`config.mk`:
```
export PLATFORM = sky130hd
export DESIGN_NAME = raster_op_pixel_blit_unit
export DESIGN_NICKNAME = d
export VERILOG_FILES = /design/src/design/ropblit_pkg.sv /design/src/design/raster_op_pixel_blit_unit.sv /design/src/design/ropblit_cfg_regs.sv /design/src/design/ropblit_pixel_core.sv
export SDC_FILE = /design/constraint.sdc
export NUM_CORES = 1
export LEC_CHECK = 0
export BUFFER_PORTS_ARGS = -buffer_cell sky130_fd_sc_hd__buf_4
export CAP_MARGIN = 20
export CORE_ASPECT_RATIO = 0.9
export CORE_MARGIN = 2
export CORE_UTILIZATION = 40
export DETAILED_ROUTE_END_ITERATION = 12
export GPL_TIMING_DRIVEN = 0
export PLACE_DENSITY = 0.71
export SLEW_MARGIN = 20
export SYNTH_ARGS = -nofsm -noshare
export SYNTH_HDL_FRONTEND = slang
export SYNTH_SLANG_ARGS = --single-unit
```
`constraint.sdc`:
```
create_clock -name clk -period 7.4 [get_ports clk]
set_input_delay 0.37 -clock clk [delete_from_list [all_inputs] [get_ports clk]]
set_output_delay 0.37 -clock clk [all_outputs]
set_load 0.005 [all_outputs]
```
`src/design/ropblit_pkg.sv`:
```
`default_nettype none

package ropblit_pkg;

    // surface size limit, larger sizes are clamped to it
    localparam logic [12:0] MAX_DIM = 13'd4096;

    // raster operation codes
    localparam logic [31:0] ROP_COPY  = 32'h00CC_0020;
    localparam logic [31:0] ROP_NCOPY = 32'h0033_0008;
    localparam logic [31:0] ROP_AND   = 32'h0088_00C6;
    localparam logic [31:0] ROP_OR    = 32'h00EE_0086;
    localparam logic [31:0] ROP_WHITE = 32'h00FF_0062;
    localparam logic [31:0] ROP_BLACK = 32'h0000_0042;

    localparam logic [23:0] COLOR_ONES = 24'hFF_FFFF;
    localparam logic [23:0] MONO_ONES  = 24'h00_0001;

    // register indexes (byte address / 4)
    localparam logic [2:0] REG_ROP_CODE   = 3'd0;
    localparam logic [2:0] REG_PIX_FMT    = 3'd1;
    localparam logic [2:0] REG_SRC_WIDTH  = 3'd2;
    localparam logic [2:0] REG_SRC_HEIGHT = 3'd3;
    localparam logic [2:0] REG_DST_WIDTH  = 3'd4;
    localparam logic [2:0] REG_DST_HEIGHT = 3'd5;
    localparam logic [2:0] REG_MONO_ON    = 3'd6;
    localparam logic [2:0] REG_MONO_OFF   = 3'd7;

    // function codes
    localparam logic FUNC_BLIT = 1'b0;
    localparam logic FUNC_FILL = 1'b1;

    typedef struct packed {
        logic [31:0] rop_code;
        logic [1:0]  pixel_formats;
        logic [12:0] source_width;
        logic [12:0] source_height;
        logic [12:0] dest_width;
        logic [12:0] dest_height;
        logic [23:0] mono_on_color;
        logic [23:0] mono_off_color;
    } cfg_t;

    typedef struct packed {
        logic        func;
        logic [13:0] dst_x;
        logic [13:0] dst_y;
        logic [13:0] src_x;
        logic [13:0] src_y;
        logic [23:0] src_pixel;
        logic [23:0] dst_pixel;
        logic [23:0] fill_color;
        logic        final_pixel;
    } pix_req_t;

    typedef struct packed {
        logic        write_enable;
        logic [23:0] new_pixel;
        logic [25:0] dest_byte_addr;
        logic [7:0]  dest_bit_mask;
        logic        final_out;
    } pix_res_t;

    // clamp a surface size to the supported maximum
    function automatic logic [12:0] clamp_dim(input logic [12:0] v);
        logic [12:0] r;
        r = (v > MAX_DIM) ? MAX_DIM : v;
        return r;
    endfunction

    // raster operation on values whose all-ones pattern is given
    function automatic logic [23:0] apply_rop(input logic [31:0] code,
                                              input logic [23:0] d,
                                              input logic [23:0] s,
                                              input logic [23:0] ones);
        logic [23:0] r;
        case (code)
            ROP_COPY:  r = s;
            ROP_NCOPY: r = s ^ ones;
            ROP_AND:   r = s & d;
            ROP_OR:    r = s | d;
            ROP_WHITE: r = ones;
            ROP_BLACK: r = 24'd0;
            default:   r = d;
        endcase
        return r;
    endfunction

endpackage

`default_nettype wire

```
`src/design/raster_op_pixel_blit_unit.sv`:
```
// Raster-operation pixel unit of a 2-D blitter.
// Pixel requests enter on the s_axis stream, one pixel per request; the
// function (blit or fill) rides on tuser and the last pixel of a rectangle
// on tlast. Results leave on m_axis: write enable on tuser, new pixel,
// destination byte address and mono bit mask in tdata, tlast copied through.
// Surface sizes, pixel formats, mono colours and the raster operation are
// set through the APB port; change them only while no pixel is in flight.
// An accepted request passes one input register, then clipping, format
// conversion, raster operation and one row-pitch multiply feeding the result
// register. Throughput is one pixel per clock while results are taken.
// Both pipeline registers advance together when the receiver takes the
// result, so a stalled receiver holds the result steady and backs up into
// tready after the input register also fills.
// Reset clears both valid bits and loads the register defaults (copy
// operation, colour formats, 1x1 surfaces, white mono-on, black mono-off).
`default_nettype none

module raster_op_pixel_blit_unit (
    input  wire logic          clk,
    input  wire logic          rst_n,
    // configuration port
    input  wire logic          psel,
    input  wire logic          penable,
    input  wire logic          pwrite,
    input  wire logic [4:0]    paddr,
    input  wire logic [31:0]   pwdata,
    output logic [31:0]        prdata,
    output logic               pready,
    // pixel requests
    input  wire logic          s_axis_tvalid,
    output logic               s_axis_tready,
    // dst_x[13:0], dst_y[27:14], src_x[41:28], src_y[55:42],
    // src_pixel[79:56], dst_pixel[103:80], fill_color[127:104]
    input  wire logic [127:0]  s_axis_tdata,
    // func[0]
    input  wire logic          s_axis_tuser,
    input  wire logic          s_axis_tlast,
    // pixel results
    output logic               m_axis_tvalid,
    input  wire logic          m_axis_tready,
    // new_pixel[23:0], dest_byte_addr[49:24], dest_bit_mask[57:50], zero[63:58]
    output logic [63:0]        m_axis_tdata,
    // write_enable[0]
    output logic               m_axis_tuser,
    output logic               m_axis_tlast
);
    import ropblit_pkg::*;

    cfg_t     cfg;
    pix_req_t req_reg;
    pix_req_t req_next;
    pix_res_t res_next;
    pix_res_t res_reg;
    logic     req_vld_reg;
    logic     res_vld_reg;
    logic     res_free;
    logic     req_take;

    ropblit_cfg_regs u_cfg (
        .clk     (clk),
        .rst_n   (rst_n),
        .psel    (psel),
        .penable (penable),
        .pwrite  (pwrite),
        .paddr   (paddr),
        .pwdata  (pwdata),
        .prdata  (prdata),
        .pready  (pready),
        .cfg     (cfg)
    );

    // unpack the request
    always_comb
    begin
        req_next.func        = s_axis_tuser;
        req_next.dst_x       = s_axis_tdata[13:0];
        req_next.dst_y       = s_axis_tdata[27:14];
        req_next.src_x       = s_axis_tdata[41:28];
        req_next.src_y       = s_axis_tdata[55:42];
        req_next.src_pixel   = s_axis_tdata[79:56];
        req_next.dst_pixel   = s_axis_tdata[103:80];
        req_next.fill_color  = s_axis_tdata[127:104];
        req_next.final_pixel = s_axis_tlast;
    end

    // pipeline flow control
    assign res_free      = !res_vld_reg || m_axis_tready;
    assign s_axis_tready = !req_vld_reg || res_free;
    assign req_take      = s_axis_tvalid && s_axis_tready;

    always_ff @(posedge clk or negedge rst_n)
    begin
        if (!rst_n)
        begin
            req_vld_reg <= 1'b0;
            res_vld_reg <= 1'b0;
        end
        else
        begin
            if (s_axis_tready)
                req_vld_reg <= s_axis_tvalid;
            if (res_free)
                res_vld_reg <= req_vld_reg;
        end
    end

    // input register
    always_ff @(posedge clk)
    begin
        if (req_take)
            req_reg <= req_next;
    end

    ropblit_pixel_core u_core (
        .cfg (cfg),
        .req (req_reg),
        .res (res_next)
    );

    // result register
    always_ff @(posedge clk)
    begin
        if (res_free && req_vld_reg)
            res_reg <= res_next;
    end

    assign m_axis_tvalid = res_vld_reg;
    assign m_axis_tuser  = res_reg.write_enable;
    assign m_axis_tlast  = res_reg.final_out;
    assign m_axis_tdata  = {6'd0, res_reg.dest_bit_mask, res_reg.dest_byte_addr,
                            res_reg.new_pixel};

    // a clipped pixel never carries payload
    assert property (@(posedge clk) disable iff (!rst_n)
        (m_axis_tvalid && !m_axis_tuser) |-> (m_axis_tdata == 64'd0))
        else $error("clipped result with nonzero payload");

    // at most one mono bit selected
    assert property (@(posedge clk) disable iff (!rst_n)
        m_axis_tvalid |-> $onehot0(res_reg.dest_bit_mask))
        else $error("bit mask has more than one bit set");

    // a held request is not dropped while the result stage is blocked
    assert property (@(posedge clk) disable iff (!rst_n)
        (req_vld_reg && !res_free) |=> req_vld_reg)
        else $error("pending request lost under stall");

    // input register only refills when its content moves on
    assert property (@(posedge clk) disable iff (!rst_n)
        (req_vld_reg && !res_free) |-> !s_axis_tready)
        else $error("request accepted over a pending one");

endmodule

`default_nettype wire

```
`src/design/ropblit_cfg_regs.sv`:
```
`default_nettype none

module ropblit_cfg_regs (
    input  wire logic              clk,
    input  wire logic              rst_n,
    input  wire logic              psel,
    input  wire logic              penable,
    input  wire logic              pwrite,
    input  wire logic [4:0]        paddr,
    input  wire logic [31:0]       pwdata,
    output logic [31:0]            prdata,
    output logic                   pready,
    output ropblit_pkg::cfg_t      cfg
);
    import ropblit_pkg::*;

    cfg_t       cfg_reg;
    logic       wr_en;
    logic [2:0] reg_idx;

    assign pready  = 1'b1;
    assign wr_en   = psel & penable & pwrite & pready;
    assign reg_idx = paddr[4:2];
    assign cfg     = cfg_reg;

    // register writes
    always_ff @(posedge clk or negedge rst_n)
    begin
        if (!rst_n)
        begin
            cfg_reg.rop_code       <= ROP_COPY;
            cfg_reg.pixel_formats  <= 2'd0;
            cfg_reg.source_width   <= 13'd1;
            cfg_reg.source_height  <= 13'd1;
            cfg_reg.dest_width     <= 13'd1;
            cfg_reg.dest_height    <= 13'd1;
            cfg_reg.mono_on_color  <= COLOR_ONES;
            cfg_reg.mono_off_color <= 24'd0;
        end
        else if (wr_en)
        begin
            case (reg_idx)
                REG_ROP_CODE:   cfg_reg.rop_code       <= pwdata;
                REG_PIX_FMT:    cfg_reg.pixel_formats  <= pwdata[1:0];
                REG_SRC_WIDTH:  cfg_reg.source_width   <= pwdata[12:0];
                REG_SRC_HEIGHT: cfg_reg.source_height  <= pwdata[12:0];
                REG_DST_WIDTH:  cfg_reg.dest_width     <= pwdata[12:0];
                REG_DST_HEIGHT: cfg_reg.dest_height    <= pwdata[12:0];
                REG_MONO_ON:    cfg_reg.mono_on_color  <= pwdata[23:0];
                REG_MONO_OFF:   cfg_reg.mono_off_color <= pwdata[23:0];
                default:        cfg_reg.rop_code       <= cfg_reg.rop_code;
            endcase
        end
    end

    // register readback
    always_comb
    begin
        case (reg_idx)
            REG_ROP_CODE:   prdata = cfg_reg.rop_code;
            REG_PIX_FMT:    prdata = {30'd0, cfg_reg.pixel_formats};
            REG_SRC_WIDTH:  prdata = {19'd0, cfg_reg.source_width};
            REG_SRC_HEIGHT: prdata = {19'd0, cfg_reg.source_height};
            REG_DST_WIDTH:  prdata = {19'd0, cfg_reg.dest_width};
            REG_DST_HEIGHT: prdata = {19'd0, cfg_reg.dest_height};
            REG_MONO_ON:    prdata = {8'd0, cfg_reg.mono_on_color};
            REG_MONO_OFF:   prdata = {8'd0, cfg_reg.mono_off_color};
            default:        prdata = 32'd0;
        endcase
    end

endmodule

`default_nettype wire

```
`src/design/ropblit_pixel_core.sv`:
```
`default_nettype none

module ropblit_pixel_core (
    input  wire ropblit_pkg::cfg_t     cfg,
    input  wire ropblit_pkg::pix_req_t req,
    output ropblit_pkg::pix_res_t      res
);
    import ropblit_pkg::*;

    logic [12:0] dw;
    logic [12:0] dh;
    logic [12:0] sw;
    logic [12:0] sh;
    logic        dst_in;
    logic        src_in;
    logic        ok;
    logic        src_mono;
    logic        dst_mono;
    logic        is_fill;
    logic [11:0] ux;
    logic [11:0] uy;
    logic [13:0] w_round;
    logic [12:0] row_mult;
    logic [24:0] prod;
    logic [24:0] col_sum;
    logic [25:0] addr;
    logic [7:0]  mask;
    logic        sbit;
    logic [23:0] scol;
    logic [23:0] rop_d;
    logic [23:0] rop_s;
    logic [23:0] rop_ones;
    logic [23:0] rop_out;
    logic [23:0] pix;

    assign src_mono = cfg.pixel_formats[0];
    assign dst_mono = cfg.pixel_formats[1];
    assign is_fill  = (req.func == FUNC_FILL);

    // clipping against the clamped surface sizes
    assign dw = clamp_dim(cfg.dest_width);
    assign dh = clamp_dim(cfg.dest_height);
    assign sw = clamp_dim(cfg.source_width);
    assign sh = clamp_dim(cfg.source_height);

    assign dst_in = !req.dst_x[13] && (req.dst_x[12:0] < dw) &&
                    !req.dst_y[13] && (req.dst_y[12:0] < dh);
    assign src_in = !req.src_x[13] && (req.src_x[12:0] < sw) &&
                    !req.src_y[13] && (req.src_y[12:0] < sh);
    assign ok     = dst_in && (is_fill || src_in);

    // coordinates are below 4096 once clipping passes
    assign ux = req.dst_x[11:0];
    assign uy = req.dst_y[11:0];

    // row pitch: 32-bit padded bytes for mono, pixels (x4 later) for colour
    assign w_round  = {1'b0, dw} + 14'd31;
    assign row_mult = dst_mono ? {2'b00, w_round[13:5], 2'b00} : dw;
    assign prod     = 25'(uy) * 25'(row_mult);
    assign col_sum  = prod + 25'(ux);

    always_comb
    begin
        if (dst_mono)
        begin
            addr = 26'(prod) + 26'(ux[11:3]);
            mask = 8'h80 >> ux[2:0];
        end
        else
        begin
            addr = {col_sum[23:0], 2'b00};
            mask = 8'd0;
        end
    end

    // source conversion and raster operation
    assign sbit = src_mono ? req.src_pixel[0] : (req.src_pixel == cfg.mono_on_color);
    assign scol = src_mono ? (req.src_pixel[0] ? cfg.mono_on_color : cfg.mono_off_color)
                           : req.src_pixel;

    assign rop_d    = dst_mono ? {23'd0, req.dst_pixel[0]} : req.dst_pixel;
    assign rop_s    = dst_mono ? {23'd0, sbit} : scol;
    assign rop_ones = dst_mono ? MONO_ONES : COLOR_ONES;
    assign rop_out  = apply_rop(cfg.rop_code, rop_d, rop_s, rop_ones);

    always_comb
    begin
        if (is_fill)
            pix = dst_mono ? {23'd0, (req.fill_color == cfg.mono_on_color)}
                           : req.fill_color;
        else
            pix = dst_mono ? {23'd0, rop_out[0]} : rop_out;
    end

    // clipped pixels give an all-zero payload
    assign res.write_enable   = ok;
    assign res.new_pixel      = ok ? pix  : 24'd0;
    assign res.dest_byte_addr = ok ? addr : 26'd0;
    assign res.dest_bit_mask  = ok ? mask : 8'd0;
    assign res.final_out      = req.final_pixel;

endmodule

`default_nettype wire
```
==> results by group, run 1 <==
Layout
  • Post-Route Utilization: a little over half
  • Max reg flops: between 100 and 150
  • Layout area overhead: 31.9%
  • Share of cells above drive strength 1: 27.6%
  • Nets@finish: slightly above 3k
  • Fillers: about 4.8k
  • Storage cell area: between 9000 and 10000 µm²
  • Multi-input gate area: approximately 13000 µm²

Drt
  • Final WL: ~76000 µm
  • Vias per cell: around 5.5
  • # DRC: 0
  • Drt first pass iters: 5
  • Wire per inst: approximately 22 µm
  • Vias: ~19k
  • Antenna Nets Post-Route: 0
  • Iter 0 DRT Violations: about 1.7k

Synthesis
  • Post-synth EDFFs: 190
  • Synth warn: 0
  • Synthesized cell area: approximately 23000 µm²
  • Flops & latches, synth: around 330
  • Area leader, netlist: edfxtp_1
  • Sequential-to-total area share from yosys stat: 40.5%
  • Top cells by area, synth: edfxtp_1 (25%), dfrtp_1 (11%), fa_1 (9.9%)
  • Ys flop type: edfxtp_1
  • Post-synth top area share: roughly 25%
  • Syn_area_per_cell: 10.6 µm²
  • Post-synthesis cell count: 2137
  • Cell variety after synth: 75
  • Share of flip-flops with an asynchronous set or reset: between 40% and 50%

Power
  • Pwr/cell area: roughly 420 nW/µm²
  • Comb pwr share: 65.7%
  • Sw Ratio: ~44%
  • Pwr Total: 12.6 mW
  • VDD IR max: roughly 0.00049 V
  • Internal: a little over 7 mW
  • Lkg Pwr: between 10 and 15 nW
  • Flop pwr share: between 10% and 20%
  • Clock share of power: between 10 and 15%
  • Sw Pwr: roughly 5.5 mW

Clock network
  • Reg clk slew, reported paths: around 60 ps
  • CTS tree: built
  • Clock Sinks: between 300 and 400
  • Longest Clk Path Bufs: 3
  • Total CTS buffers: 37
  • CTS root buffer: clkbuf_16
  • # H-tree levels: 2
  • Clk_lat worst skew: 580 ps

STA
  • RSZ-0062 raised after global routing: true
  • Final setup vio count: 10
  • Setup Skew: roughly 30 ps
  • Slew @ Worst Pin: 1130 ps
  • Fin. Hold Viols: 0
  • Tcrit/Tclk final: 107%
  • Max frequency: 126 MHz
  • Minimum clock period after layout: 7920 ps
  • Relative max-transition margin: around a quarter
  • Setup_tns: -4210 ps
  • Slew Limit Fails: 0
  • Final WS setup: -521 ps

Global route
  • Pin count of the biggest net entering global routing: about 100
  • Grt ovf: 0
  • Vias in the first global route: ~20k
  • Tot GR Track Use: between 20% and 30%
  • Global-route wire length before repair: 116000 µm
  • Antenna violations before repair: 2

Floorplanning
  • CORE AREA: 55700 µm²
  • Core Rows: 82
  • DIE HEIGHT: 229 µm
  • Initial Utilization: 40.5%
  • Chip width: roughly 250 µm
  • Die Footprint: 58300 µm²
  • Boundary pin count: between 200 and 300

Setup path
  • Peak fanout along the critical path: 8
  • Crit-path slowest cell: or4_4
  • Crit end category: flop
  • Most used cell, CP: fa_1
  • Critical Path RT: 7670 ps
  • CP Class: reg -> reg
  • Crit-path max cell delay: between 500 and 600 ps
  • Crit path DAT: 8190 ps
  • Startpoint Class: flop

Status
  • Status: finished, violations left
  • Failing checks: negative setup slack

Placed design
  • Buffers on Ports: between 200 and 300
  • Detail Placement HPWL: 57100 µm
  • RePlAce Congestion: about 0.95

Hold path
  • Worst min path class: in -> reg

Job
  • Max-cap violation count: 0
[logic make-up (layout without fill, tap and decap cells)]
family / after synthesis / count (layout) / share of synthesized area (%)
flip-flops: 326 / 326 / 40.5
AO/OA/AOI/OAI: 354 / 354 / 10.2
other: 2 / 9 / 0.0333
XOR/XNOR: 109 / 109 / 4.23
buffers and inverters: 279 / 828 / 4.86
AND/OR/NAND/NOR: 637 / 637 / 13.6
multiplexers: 186 / 186 / 9.32
adder cells (fa/ha/maj): 244 / 244 / 17.3
[placed cells by master (no fill, tap or decap), types with 12 or more instances in the layout]
cell / n
nor3_1: 49
nor4_1: 22
dfrtp_1: 102
and2_1: 64
xnor2_1: 51
nand2_1: 223
ha_1: 123
xor2_1: 39
o21ai_0: 84
buf_4: 349
inv_1: 159
mux2_2: 133
mux2i_1: 46
fa_1: 110
xnor2_2: 12
a21o_1: 20
clkbuf_16: 39
a211oi_1: 58
nand4_1: 28
nor2b_1: 29
and3_1: 22
dfstp_2: 33
nand3_1: 18
edfxtp_1: 190
clkbuf_1: 79
nor2_1: 114
dlygate4sd3_1: 131
a21oi_1: 77
[cell usage after synthesis (all sizes together) (7+ instances only)]
library cell / instances
nand2: 228
edfxtp: 190
inv: 163
mux2: 133
ha: 132
nor2: 124
fa: 112
dfrtp: 103
clkbuf: 92
o21ai: 92
a21oi: 89
a211oi: 70
and2: 67
xnor2: 65
nor3: 55
mux2i: 47
xor2: 44
dfstp: 33
nor2b: 31
nand4: 28
and3: 26
nor4: 25
buf: 24
a21o: 20
nand3: 20
a221oi: 11
o21a: 9
a31oi: 7
o211ai: 7
[worst paths after layout]
path,from,endpoint,slack (ps),cells past startpoint
setup / recovery,u_cfg.cfg[63]$_DFFE_PN0P_,m_axis_tdata[47]$_SDFFCE_PN0P_,-520,33
hold / removal,s_axis_tdata[81],req_reg[26]$_DFFE_PP_,20,1
setup reg to reg,u_cfg.cfg[63]$_DFFE_PN0P_,m_axis_tdata[47]$_SDFFCE_PN0P_,-520,33
hold reg to reg,req_reg[0]$_DFFE_PP_,m_axis_tlast$_DFFE_PP_,420,0
max in group asynchronous,rst_n,u_cfg.cfg[63]$_DFFE_PN0P_,6320,3
min in group asynchronous,rst_n,u_cfg.cfg[133]$_DFFE_PN0P_,260,2
[stage by stage]
| step | std cells | cell area (µm²) | setup slack, ps | hold WS, ps |
|---|---|---|---|---|
| floorplan | 2142 | 22700 | 5.21 | 74.4 |
| global placement | 3161 | 25700 | -1750 | 400 |
| detailed placement | 3165 | 25800 | -1740 | 269 |
| CTS | 3415 | 29200 | -408 | 7.04 |
| global route | 3448 | 29800 | -802 | 11.2 |
| finish | 3449 | 29800 | -521 | 23.2 |
[worst max-delay path, delay by kind of cell (launching register included)]
| family | cells | cell delay [ps] |
|---|---|---|
| multiplexers | 1 | 270 |
| buffers and inverters | 9 | 1040 |
| adder cells (fa/ha/maj) | 6 | 2760 |
| AND/OR/NAND/NOR | 11 | 2010 |
| AO/OA/AOI/OAI | 4 | 790 |
| flip-flops | 1 | 420 |
| XOR/XNOR | 2 | 300 |
[metal layers]
metal  part of all wire [%]  GRT usage, %  routed length (µm)  vias to the layer above
met5                      0             0                   0                        -
met1                     41          34.6               31300                     9518
met4                    2.8          7.30                2150                        0
met2                     49          43.7               37000                      800
met3                    7.4          4.26                5630                      149
li1                       -             -                   -                     8593
[power groups by stage]
stage	Combinational, mW	Sequential, mW	Clock (mW)
floorplan	4.31	2.37	0
global placement	5.73	2.48	0
detailed placement	5.81	2.47	0
CTS	6.98	2.44	1.91
global route	8.95	2.47	1.98
finish	8.29	2.45	1.89
[layout make-up]
type,instances,area share [%]
Timing Repair Buffer,484,13.7
Buffer,113,1.98
Multi-Input combinational cell,1537,44.1
Inverter,163,2.06
Clock inverter,20,0.677
Clock buffer,48,3.51
Antenna cell,2,0.0168
Sequential cell,326,30.7
Tap cell,756,3.18
[repair_timing]
action                                 4_1_cts  5_1_grt
pin swaps                                   53       24
endpoints found under the hold margin      168        0
hold buffers                               131        0
setup endpoints to repair                   17       15
resized for setup                           91       71
setup buffers                               52       35
(Power assumes the default switching activity.)
==> inputs of run 2 (changes only) <==
Settings changed: MAX_ROUTING_LAYER set to met4.
==> results by group, run 2 (synthesis results as in run 1) <==
Global route
  • Antenna violations before repair: 1
  • Pin count of the biggest net entering global routing: between 70 and 80
  • Vias in the first global route: 19.4k
  • Grt ovf: 0
  • Tot GR Track Use: approximately a quarter
  • Global-route wire length before repair: 114000 µm

Drt
  • Wire per inst: around 22 µm
  • # DRC: 0
  • Antenna Nets Post-Route: 0
  • Drt first pass iters: 5
  • Iter 0 DRT Violations: roughly 1.7k
  • Final WL: between 70000 and 80000 µm
  • Vias per cell: 5.54
  • Vias: 19.0k

Layout
  • Most common cell after layout, fill and taps aside: buf_4
  • Share of cells above drive strength 1: around 28%
  • Max reg flops: around 130
  • Cell area after layout: between 20000 and 30000 µm²
  • Multi-input gate area: roughly 13000 µm²
  • Layout area overhead: 31.4%
  • Storage cell area: 9150 µm²
  • Final std cells w/o fill: between 3k and 4k
  • Nets@finish: between 3k and 4k
  • Fillers: slightly below 5k
  • Commonest cells after routing, fill and taps aside: buf_4 (336), nand2_1 (221), edfxtp_1 (190)

STA
  • RSZ-0062 raised after global routing: true
  • Tcrit/Tclk final: 106%
  • Slew Limit Fails: 0
  • Worst hold margin: about 15 ps
  • Slew @ Worst Pin: 1070 ps
  • Setup Skew: between 30 and 40 ps
  • Max frequency: around 130 MHz
  • Final WS setup: -474 ps
  • Fin. Hold Viols: 0
  • Minimum clock period after layout: 7870 ps
  • Relative max-transition margin: roughly 28%
  • Setup_tns: -3140 ps
  • Final setup vio count: 9

Clock network
  • Clock Sinks: ~330
  • Total CTS buffers: 37
  • CTS tree: built
  • Reg clk slew, reported paths: around 60 ps
  • Longest Clk Path Bufs: 3
  • CTS root buffer: clkbuf_16
  • # H-tree levels: 2
  • Clk_lat worst skew: 570 ps

Job
  • Max-cap violation count: 0

Floorplanning
  • Die Footprint: 58300 µm²
  • Core Rows: a little over 80
  • DIE HEIGHT: ~230 µm
  • Initial Utilization: 40.5%
  • Chip width: 254 µm
  • CORE AREA: approximately 56000 µm²
  • Boundary pin count: roughly 280

Setup path
  • Startpoint Class: flop
  • Most used cell, CP: fa_1
  • Crit path DAT: between 8000 and 9000 ps
  • Crit-path max cell delay: approximately 600 ps
  • Crit-path slowest cell: fa_2
  • Crit end category: flop
  • Critical Path RT: 7650 ps
  • Peak fanout along the critical path: 8
  • CP Class: reg -> reg

Power
  • Pwr/cell area: 413 nW/µm²
  • Pwr Total: about 12 mW
  • Lkg Pwr: ~13 nW
  • VDD IR max: between 0.0003 and 0.0004 V

Hold path
  • Worst min path class: in -> reg

Placed design
  • RePlAce Congestion: about 0.96
  • Buffers on Ports: between 200 and 300
  • DP Cell Count: ~3.2k
  • Cell Area, Placed: 25800 µm²
  • Detail Placement HPWL: around 58000 µm

Status
  • Status: finished, violations left
  • Failing checks: negative setup slack
run 2: cell types whose count changed in the layout (fill, tap and decap cells not counted), sizes merged:
cell / delta
buf: -12
bufinv: -1
clkbuf: -1
clkinv: +3
clkinvlp: +1
diode: -1
dlygate4sd3: -3
inv: -1
run 2: layout make-up:
| cell class | instances | area share, % |
|---|---|---|
| antenna | 1 | 0.00843 |
| buffer | 112 | 1.93 |
| clock buffer | 46 | 3.70 |
| clock inverter | 22 | 0.590 |
| inverter | 163 | 2.06 |
| multi-input combinational | 1537 | 44.3 |
| sequential | 326 | 30.8 |
| tap | 756 | 3.19 |
| timing repair buffer | 471 | 13.4 |
run 2: worst paths after layout:
check | from | to | slack [ps] | depth (start not counted)
max | u_cfg.cfg[63]$_DFFE_PN0P_ | m_axis_tdata[46]$_SDFFCE_PN0P_ | -470 | 28
max in group asynchronous | rst_n | u_cfg.cfg[61]$_DFFE_PN1P_ | 6290 | 3
min in group asynchronous | rst_n | u_cfg.cfg[133]$_DFFE_PN0P_ | 340 | 2
max reg2reg | u_cfg.cfg[63]$_DFFE_PN0P_ | m_axis_tdata[46]$_SDFFCE_PN0P_ | -470 | 28
min reg2reg | req_reg[0]$_DFFE_PP_ | m_axis_tlast$_DFFE_PP_ | 460 | 0
min | s_axis_tdata[59] | req_reg[52]$_DFFE_PP_ | 10 | 1
run 2: worst max-delay path: cells and delay by family, from the launching register on:
kind	cells	cell delay, ps
AND/OR/NAND/NOR	10	2300
AO/OA/AOI/OAI	5	1050
adder cells (fa/ha/maj)	6	2810
buffers and inverters	5	550
multiplexers	1	280
flip-flops	1	420
XOR/XNOR	1	160
run 2: metal layers:
| metal | up-vias | part of all wire [%] | GRT usage, % | wire length (µm) |
|---|---|---|---|---|
| met5 | - | 0 | - | 0 |
| met4 | 0 | 4.0 | 10.0 | 3010 |
| met3 | 160 | 7.0 | 3.89 | 5370 |
| met2 | 846 | 48 | 42.7 | 36400 |
| met1 | 9485 | 41 | 33.6 | 31400 |
| li1 | 8541 | - | - | - |
run 2: stage by stage:
step / worst slack (ps) / util [%]
4_1_cts: -476 / 52.1
3_5_place_dp: -1620 / 46.3
2_1_floorplan: 5.21 / -
6_report: -474 / 53.3
5_1_grt: -727 / 53.3
3_3_place_gp: -1650 / 46.1
run 2: power breakdown:
group          internal (mW)  switching [mW]  total, mW
Combinational           3.56            4.31       7.87
Sequential              2.20           0.253       2.45
Clock                   1.10           0.811       1.91
Total                   6.87            5.38       12.2
run 2: timing repair:
action / in CTS / in global routing
endpoints found under the hold margin: 164 / 1
hold buffers: 127 / 1
setup endpoints to repair: 17 / 15
gates cloned: 0 / 1
pin swaps: 50 / 59
gates resized for setup: 77 / 99
buffers inserted: 40 / 34
==> inputs of run 3 (changes only) <==
Settings changed: ABC_AREA set to 1, PLACE_DENSITY 0.71 to 0.7.
==> results by group, run 3 <==
Status
  • Status: finished, final reports clean

STA
  • Slew Limit Fails: 0
  • Slew @ Worst Pin: about 800 ps
  • Max frequency: around 140 MHz
  • Final setup vio count: 0
  • Setup_tns: 0 ps
  • Tcrit/Tclk final: between 90% and 100%
  • Relative max-transition margin: ~48%
  • Setup Skew: 37.4 ps
  • RSZ-0062 raised after global routing: true
  • Fin. Hold Viols: 0
  • Minimum clock period after layout: around 7200 ps

Drt
  • Wire per inst: between 15 and 20 µm
  • Vias: ~23k
  • Drt first pass iters: 6
  • Iter 0 DRT Violations: between 2k and 2.5k
  • Vias per cell: around 5.4
  • # DRC: 0
  • Final WL: between 80000 and 90000 µm
  • Antenna Nets Post-Route: 0

Hold path
  • Worst min path class: in -> reg

Clock network
  • CTS tree: built
  • Clk_lat worst skew: approximately 600 ps
  • # H-tree levels: 2
  • Longest Clk Path Bufs: 3
  • Total CTS buffers: 37
  • Reg clk slew, reported paths: around 70 ps
  • Clock Sinks: between 300 and 400
  • CTS root buffer: clkbuf_16

Layout
  • Share of cells above drive strength 1: ~20%
  • Nets@finish: 3824
  • Commonest cells after routing, fill and taps aside: nand2_1 (667), inv_1 (371), buf_4 (310)
  • Ant diodes: 0
  • Layout area overhead: 27.6%
  • Max reg flops: roughly 130
  • Cell area after layout: a little over 30000 µm²
  • Most common cell after layout, fill and taps aside: nand2_1

Job
  • Max-cap violation count: 0

Synthesis
  • Most frequent cells after synthesis: nand2_1 (698), inv_1 (386), nor2_1 (242)
  • Ys flop type: edfxtp_1
  • Post-synthesis cell count: about 3k
  • Cell variety after synth: 60
  • Post-synth EDFFs: 190
  • Synthesized cell area: 24000 µm²
  • Most common cell in the synthesized netlist: nand2_1
  • Post-synth top area share: 23.8%
  • Flops & latches, synth: between 300 and 400
  • Syn_area_per_cell: 8.22 µm²
  • Sequential-to-total area share from yosys stat: between 30% and 40%
  • Area leader, netlist: edfxtp_1
  • Synth warn: 0
  • Top cells by area, synth: edfxtp_1 (24%), nand2_1 (11%), dfrtp_1 (11%)
  • Share of flip-flops with an asynchronous set or reset: 41.7%

Global route
  • Antenna violations before repair: 0
  • Pin count of the biggest net entering global routing: slightly above 80
  • Tot GR Track Use: between 20 and 30%
  • Vias in the first global route: between 20k and 25k
  • Grt ovf: 0
  • Global-route wire length before repair: ~130000 µm

Floorplanning
  • Die Footprint: slightly above 60000 µm²
  • Boundary pin count: 275
  • Core Rows: 85
  • Initial Utilization: around two fifths
  • CORE AREA: approximately 60000 µm²
  • Chip width: around 260 µm
  • DIE HEIGHT: approximately 240 µm

Setup path
  • Crit-path slowest cell: fa_1
  • Critical path buffer and inverter count: 9
  • Crit end category: flop
  • CP top delay family: adder cells
  • Crit path DAT: about 7700 ps
  • Critical Path RT: around 7800 ps
  • Startpoint Class: flop
  • CP Class: reg -> reg
  • Crit-path max cell delay: 540 ps
  • Peak fanout along the critical path: 6

Placed design
  • RePlAce Congestion: 0.970
  • Cell Area, Placed: about 27000 µm²
  • Detail Placement HPWL: ~65000 µm
  • Buffers on Ports: ~270
-- run 3: cell types whose count changed in the layout (fill, tap and decap cells not counted), moves of 42 or more --
| cell | change |
|---|---|
| mux2_2 | -123 |
| and2_1 | -59 |
| nand2_2 | +48 |
| inv_1 | +218 |
| o21ai_0 | +112 |
| mux2i_1 | -45 |
| a211oi_1 | -42 |
| nand3_1 | +147 |
| a21oi_1 | +47 |
| nand2_1 | +446 |
| nor2_1 | +122 |
-- run 3: path summary, 6_finish.rpt --
kind	slack [ps]	endpoint	depth (start not counted)	from
max reg2reg	170	m_axis_tdata[44]$_SDFFCE_PN0P_	41	u_cfg.cfg[67]$_DFFE_PN0P_
min	10	u_cfg.cfg[133]$_DFFE_PN0P_	3	pwdata[31]
max	170	m_axis_tdata[44]$_SDFFCE_PN0P_	41	u_cfg.cfg[67]$_DFFE_PN0P_
min in group asynchronous	340	u_cfg.cfg[18]$_DFFE_PN0P_	2	rst_n
max in group asynchronous	6290	u_cfg.cfg[87]$_DFFE_PN1P_	3	rst_n
min reg2reg	430	m_axis_tlast$_DFFE_PP_	0	req_reg[0]$_DFFE_PP_
-- run 3: per-layer routing --
metal	track usage, %	part of all wire (%)
met5	-	0
met4	10.4	4.1
met3	4.05	8.3
met2	44.0	47
met1	36.2	41
-- run 3: per-stage QoR --
stage                     setup WS (ps)  utilization (%)  cells  hold slack [ps]
after CTS                          32.0             50.4   4186             3.73
after global routing               -179             51.4   4218             30.1
after global placement             -755             45.3   3968              401
final                               170             51.4   4218             14.9
after detailed placement           -767             45.5   3972              394
after floorplan                     546                -   2920             74.4
-- run 3: final cells by class --
type | count | area [µm²]
multi-input combinational | 2084 | 13300
fill | 5577 | 29000
clock inverter | 13 | 169
tap | 783 | 980
inverter | 414 | 1570
sequential | 326 | 9150
clock buffer | 55 | 1120
timing repair buffer | 447 | 3820
buffer | 96 | 460
-- run 3: worst register-to-register path: cells and delay by family, from the launching register on --
kind | cells | cell delay, ps
adder cells (fa/ha/maj) | 7 | 3060
flip-flops | 1 | 410
AND/OR/NAND/NOR | 23 | 2780
AO/OA/AOI/OAI | 2 | 290
buffers and inverters | 9 | 540
-- run 3: repair_timing --
item / 4_1_cts / 5_1_grt
gates cloned: 0 / 1
setup buffers: 8 / 31
resized for setup: 50 / 83
pin swaps: 8 / 48
setup endpoints to repair: 14 / 14
hold buffers: 138 / 0
hold endpoints to repair: 186 / 0
-- run 3: cell families (layout without fill, tap and decap cells) --
logic type | after synthesis | count (layout) | share of synthesized area [%]
simple gates | 1322 | 1322 | 24.4
fa+ha+maj | 244 | 244 | 16.2
xor+xnor | 39 | 39 | 1.42
other cells | 2 | 7 | 0.0313
compound gates | 462 | 462 | 10.9
flops | 326 | 326 | 38.2
mux | 10 | 10 | 0.470
buf+inv | 510 | 1025 | 8.35
Power of run 3 is left out: the tool's default activity adds up to more than one toggle a clock period on the data nets, which glitch-free logic cannot reach.
